===== config.mk =====
export PLATFORM = sky130hd
export DESIGN_NAME = mhrm_cell
export DESIGN_NICKNAME = d
export VERILOG_FILES = /design/src/hdl/assert_macros.svh /design/src/hdl/mhrm_pkg.sv /design/src/hdl/mhrm_cell.sv
export SDC_FILE = /design/constraint.sdc
export NUM_CORES = 1
export LEC_CHECK = 0
export BUFFER_PORTS_ARGS = -buffer_cell sky130_fd_sc_hd__buf_4
export CELL_PAD_IN_SITES_DETAIL_PLACEMENT = 0
export CELL_PAD_IN_SITES_GLOBAL_PLACEMENT = 2
export CORE_MARGIN = 2
export CORE_UTILIZATION = 26
export DETAILED_ROUTE_END_ITERATION = 6
export PLACE_DENSITY_LB_ADDON = 0.1
export REMOVE_ABC_BUFFERS = 1
export SETUP_SLACK_MARGIN = 0.1
export SYNTH_ARGS = -nofsm -noshare
export SYNTH_HDL_FRONTEND = slang
export SYNTH_SLANG_ARGS = --single-unit

===== constraint.sdc =====
create_clock -name clk -period 6.1 [get_ports clk]
set_input_delay 0.61 -clock clk [delete_from_list [all_inputs] [get_ports clk]]
set_output_delay 0.61 -clock clk [all_outputs]
set_load 0.02 [all_outputs]

===== src/hdl/assert_macros.svh =====
// Assertion helpers shared by the RTL.
`ifndef ASSERT_MACROS_SVH
`define ASSERT_MACROS_SVH
`ifndef SYNTHESIS
// Same-cycle implication, checked outside reset.
`define ASSERT_IMPL(lbl, clk, rst, ante, cons) \
  lbl: assert property (@(posedge clk) disable iff (rst) (ante) |-> (cons)) \
    else $error("assertion failed");
// Next-cycle implication, checked outside reset.
`define ASSERT_NEXT(lbl, clk, rst, ante, cons) \
  lbl: assert property (@(posedge clk) disable iff (rst) (ante) |=> (cons)) \
    else $error("assertion failed");
`else
`define ASSERT_IMPL(lbl, clk, rst, ante, cons)
`define ASSERT_NEXT(lbl, clk, rst, ante, cons)
`endif
`endif


===== src/hdl/mhrm_pkg.sv =====
`default_nettype none
package mhrm_pkg;

  localparam int KEY_W         = 32;
  localparam int CAP_W         = 7;
  localparam int DEPTH_DEFAULT = 64;
  localparam logic [CAP_W-1:0] CAP_RESET = 7'd64;

  typedef enum logic {
    CMD_INSERT = 1'b0,
    CMD_REMOVE = 1'b1
  } cmd_t;

  typedef enum logic [1:0] {
    STATUS_OK    = 2'd0,
    STATUS_FULL  = 2'd1,
    STATUS_EMPTY = 2'd2
  } status_t;

  typedef struct packed {
    cmd_t             cmd;
    logic [KEY_W-1:0] key;
  } in_item_t;

  typedef struct packed {
    logic [KEY_W-1:0] removed_key;
    logic             key_valid;
    status_t          status;
  } out_item_t;

  // Per-cycle command broadcast to every cell.
  typedef struct packed {
    logic ins;
    logic rem;
  } cell_ctl_t;

endpackage
`default_nettype wire


===== src/hdl/mhrm_cell.sv =====
`default_nettype none
// One slot of the sorted row: largest key sits in cell 0.
module mhrm_cell #(
  parameter int CNT_W = 7,
  parameter int INDEX = 0
) (
  input  wire logic                      clk,
  input  wire mhrm_pkg::cell_ctl_t       ctl,
  input  wire logic [mhrm_pkg::KEY_W-1:0] ins_key,
  input  wire logic [CNT_W-1:0]          count,
  input  wire logic [mhrm_pkg::KEY_W-1:0] up_key,
  input  wire logic                      up_lt,
  input  wire logic [mhrm_pkg::KEY_W-1:0] down_key,
  output logic      [mhrm_pkg::KEY_W-1:0] key,
  output logic                           lt
);

  logic used;

  // Slot is past the end, or the new key belongs ahead of it.
  assign used = CNT_W'(INDEX) < count;
  assign lt   = !used || (key < ins_key);

  always_ff @(posedge clk) begin
    if (ctl.ins) begin
      if (up_lt) begin
        key <= up_key;
      end else if (lt) begin
        key <= ins_key;
      end
    end else if (ctl.rem) begin
      key <= down_key;
    end
  end

endmodule
`default_nettype wire


==> out/qor.csv <==
metric,value,unit
outcome,finished clean,
relSlewSlack,0.560,
fin_tns_setup,0,ns
place_inst,503,
crit_path_start_kind,input port,
crit_path_max_fanout,3,
top_level_ports,140,
setup-violations-final,0,
cap_violations,0,
clock_latency,0.29,ns
ff2ff_setup_slack,3.70,ns
ys_seq_elements,32,
multi_input_area,0.00132,sq mm
stdcell_count,511,
cts_buffers,5,
vias_per_cell,4.54,
dp_hpwl,5430,microns
drt-pass1-iter-count,4,
pre_cts_ws,3.32,ns
clockRootBuffer,clkbuf_8,
synth_cell_type_count,29,
seq_power_share,0.413,
final_util,0.401,
p_switching,0.222,mW
rows,35,
dieWidth,101,microns
fin_ws,3.33,ns
seq_area,961,sq um
synthToLayoutAreaGrowth,50.6,%
critPathCapture,lt,
finalPower,0.693,mW
worst-r2r-cell-count,6,
yosysSeqAreaShare,0.392,
htree_levels,2,
p_per_area,188,mW/mm^2
grt_setup_unrepaired,false,
synth-main-ff-cell,edfxtp_1,
timing.fmax,0.361,GHz
hold_depth,3,
nets,537,
dieArea,0.0102,sq mm
power.leakage,1.83,nW
reg_top3,key: 32 flops,
crit_arrival,2.16,ns
fillers,974,
fin_crit,2.77,ns
path_clk_slew,0.07,ns
clockPowerShare,0.236,
crit_required,5.49,ns
start_util,0.267,
r2r_start,key[27],
largest_reg_flops,32,
cts_tree,built,
grt_max_degree,67,
end_kind,output port,
synth.avg_cell_area,9.36,sq um
antenna_found_initial,0,
grt_pass1_vias,2275,
drv_slew,0,
worstSetupPathType,in -> out,
finalCritPeriodShare,0.454,
ir_drop,0.0000801,V
largest-register,key,
internal_power,0.471,mW
wl,6920,microns
synth-edff-count,32,
clk_path_buf_depth,2,
cts_hold_buf,0,
yosysWarnings,0,
post_cts_buffers,0,
die_h,101,microns
portBuffers,139,
postSynth.asyncResetShare,0,
num_vias,2318,
wl_per_cell,13.5,microns
grt-ovfl-total,0,
drc,0,
ant_nets,0,
hold_class,in -> reg,
r2r-end,key[9],
antenna_cells,0,
drive_gt1_frac,0.378,
skew,0.00842,ns
startpoint,ins_key[27],
final_hold_viol_count,0,
gp_congestion,0.743,
swShare,0.320,
grt_pass1_wl,10600,microns
cts_sinks,32,
tightestPinTransition,0.659,ns
ctsResizeCount,0,
syn-cell-area,0.00245,sq mm
core,0.00920,sq mm
combPwrFrac,0.352,
netlist_instances,262,
grtUsageTotal,0.133,
drt_iter0_drc,33,
-- synthesized netlist by cell type (3+ instances only) --
cell type	number	area [sq um]
nor2_1	36	135
inv_1	34	128
nor3_1	3	15.0
o21ai_1	5	25.0
ha_1	31	388
a21oi_1	43	215
edfxtp_1	32	961
nand4_1	5	31.3
nand3_1	3	15.0
mux2i_1	32	320
clkbuf_1	7	26.3
buf_2	3	15.0
nand2_1	8	30.0
-- per-stage QoR --
stage | hold slack, ns | cell area, sq um
after detailed placement | 0.935 | 3610
after CTS | 0.631 | 3690
after global routing | 0.638 | 3690
after floorplan | 0.817 | 2410
after global placement | 0.932 | 3610
final | 0.641 | 3690
-- layout by cell type, fill, tap and decap left out --
cell type and n:
edfxtp_1 32, a21oi_1 43, nor3_2 1, nor2b_1 2, nand3b_1 1, inv_1 34
nand2_1 8, o31ai_1 1, a211oi_1 2, o21bai_1 1, a311oi_1 1, nand4_2 1
clkinv_1 1, o21ai_1 5, nand3_1 3, a31oi_2 1, ha_1 31, o21ai_0 2
a221oi_1 1, clkbuf_8 5, nor3_1 2, mux2i_1 32, nor2_1 36, nand2b_1 1
or4_1 1, o2111ai_1 1, clkinv_2 2, buf_4 141, a31oi_1 2, nand4_1 5
nor4_1 1
-- cell type report --
cell class              instances  area share
clock inverters                 3     0.00373
multi-input cells             185       0.359
well taps                     111      0.0376
flip-flops and latches         32       0.260
inverters                      34      0.0346
clock buffers                   5      0.0186
repair buffers                141       0.287
-- per-layer routing --
metal	up-vias	wire (microns)	GRT usage
met5	-	0	0
met4	0	78	0.0343
met3	7	491	0.0388
met2	85	3310	0.226
met1	1014	3050	0.166
li1	1212	-	-
-- how the worst min path moves through the flow --
| stage | slack, ns | endpoint | from |
|---|---|---|---|
| 2_1_floorplan | 0.82 | key[0] | ctl[1] |
| 5_1_grt | 0.64 | key[6] | down_key[6] |
| 4_1_cts | 0.63 | key[2] | down_key[2] |
| 3_5_place_dp | 0.93 | key[30] | down_key[30] |
| 6_report | 0.64 | key[1] | down_key[1] |
| 3_3_place_gp | 0.93 | key[1] | down_key[1] |
-- worst max-delay path: stages --
cell     delay [ns]
buf_4          0.08
inv_1          0.03
ha_1           0.30
nand4_1        0.16
or4_1          0.58
a31oi_1        0.16
o21ai_1        0.07
buf_4          0.16
-- power groups by stage --
stage                     Combinational (mW)  Clock [mW]  Sequential (mW)
after floorplan                       0.0881           0            0.319
after global placement                 0.248           0            0.290
after detailed placement               0.248           0            0.292
after CTS                              0.249       0.171            0.287
after global routing                   0.272       0.178            0.289
final                                  0.244       0.163            0.286
-- cells by family after synthesis --
group                      count (synthesis)  synth area share
and+or+nand+nor                           62             0.114
AOI/OAI and AO/OA                         60             0.135
buffers and inverters                     45            0.0704
muxes                                     32             0.131
DFF                                       32             0.392
adders and majority gates                 31             0.158
No activity file was read; power rests on OpenSTA's default activity.
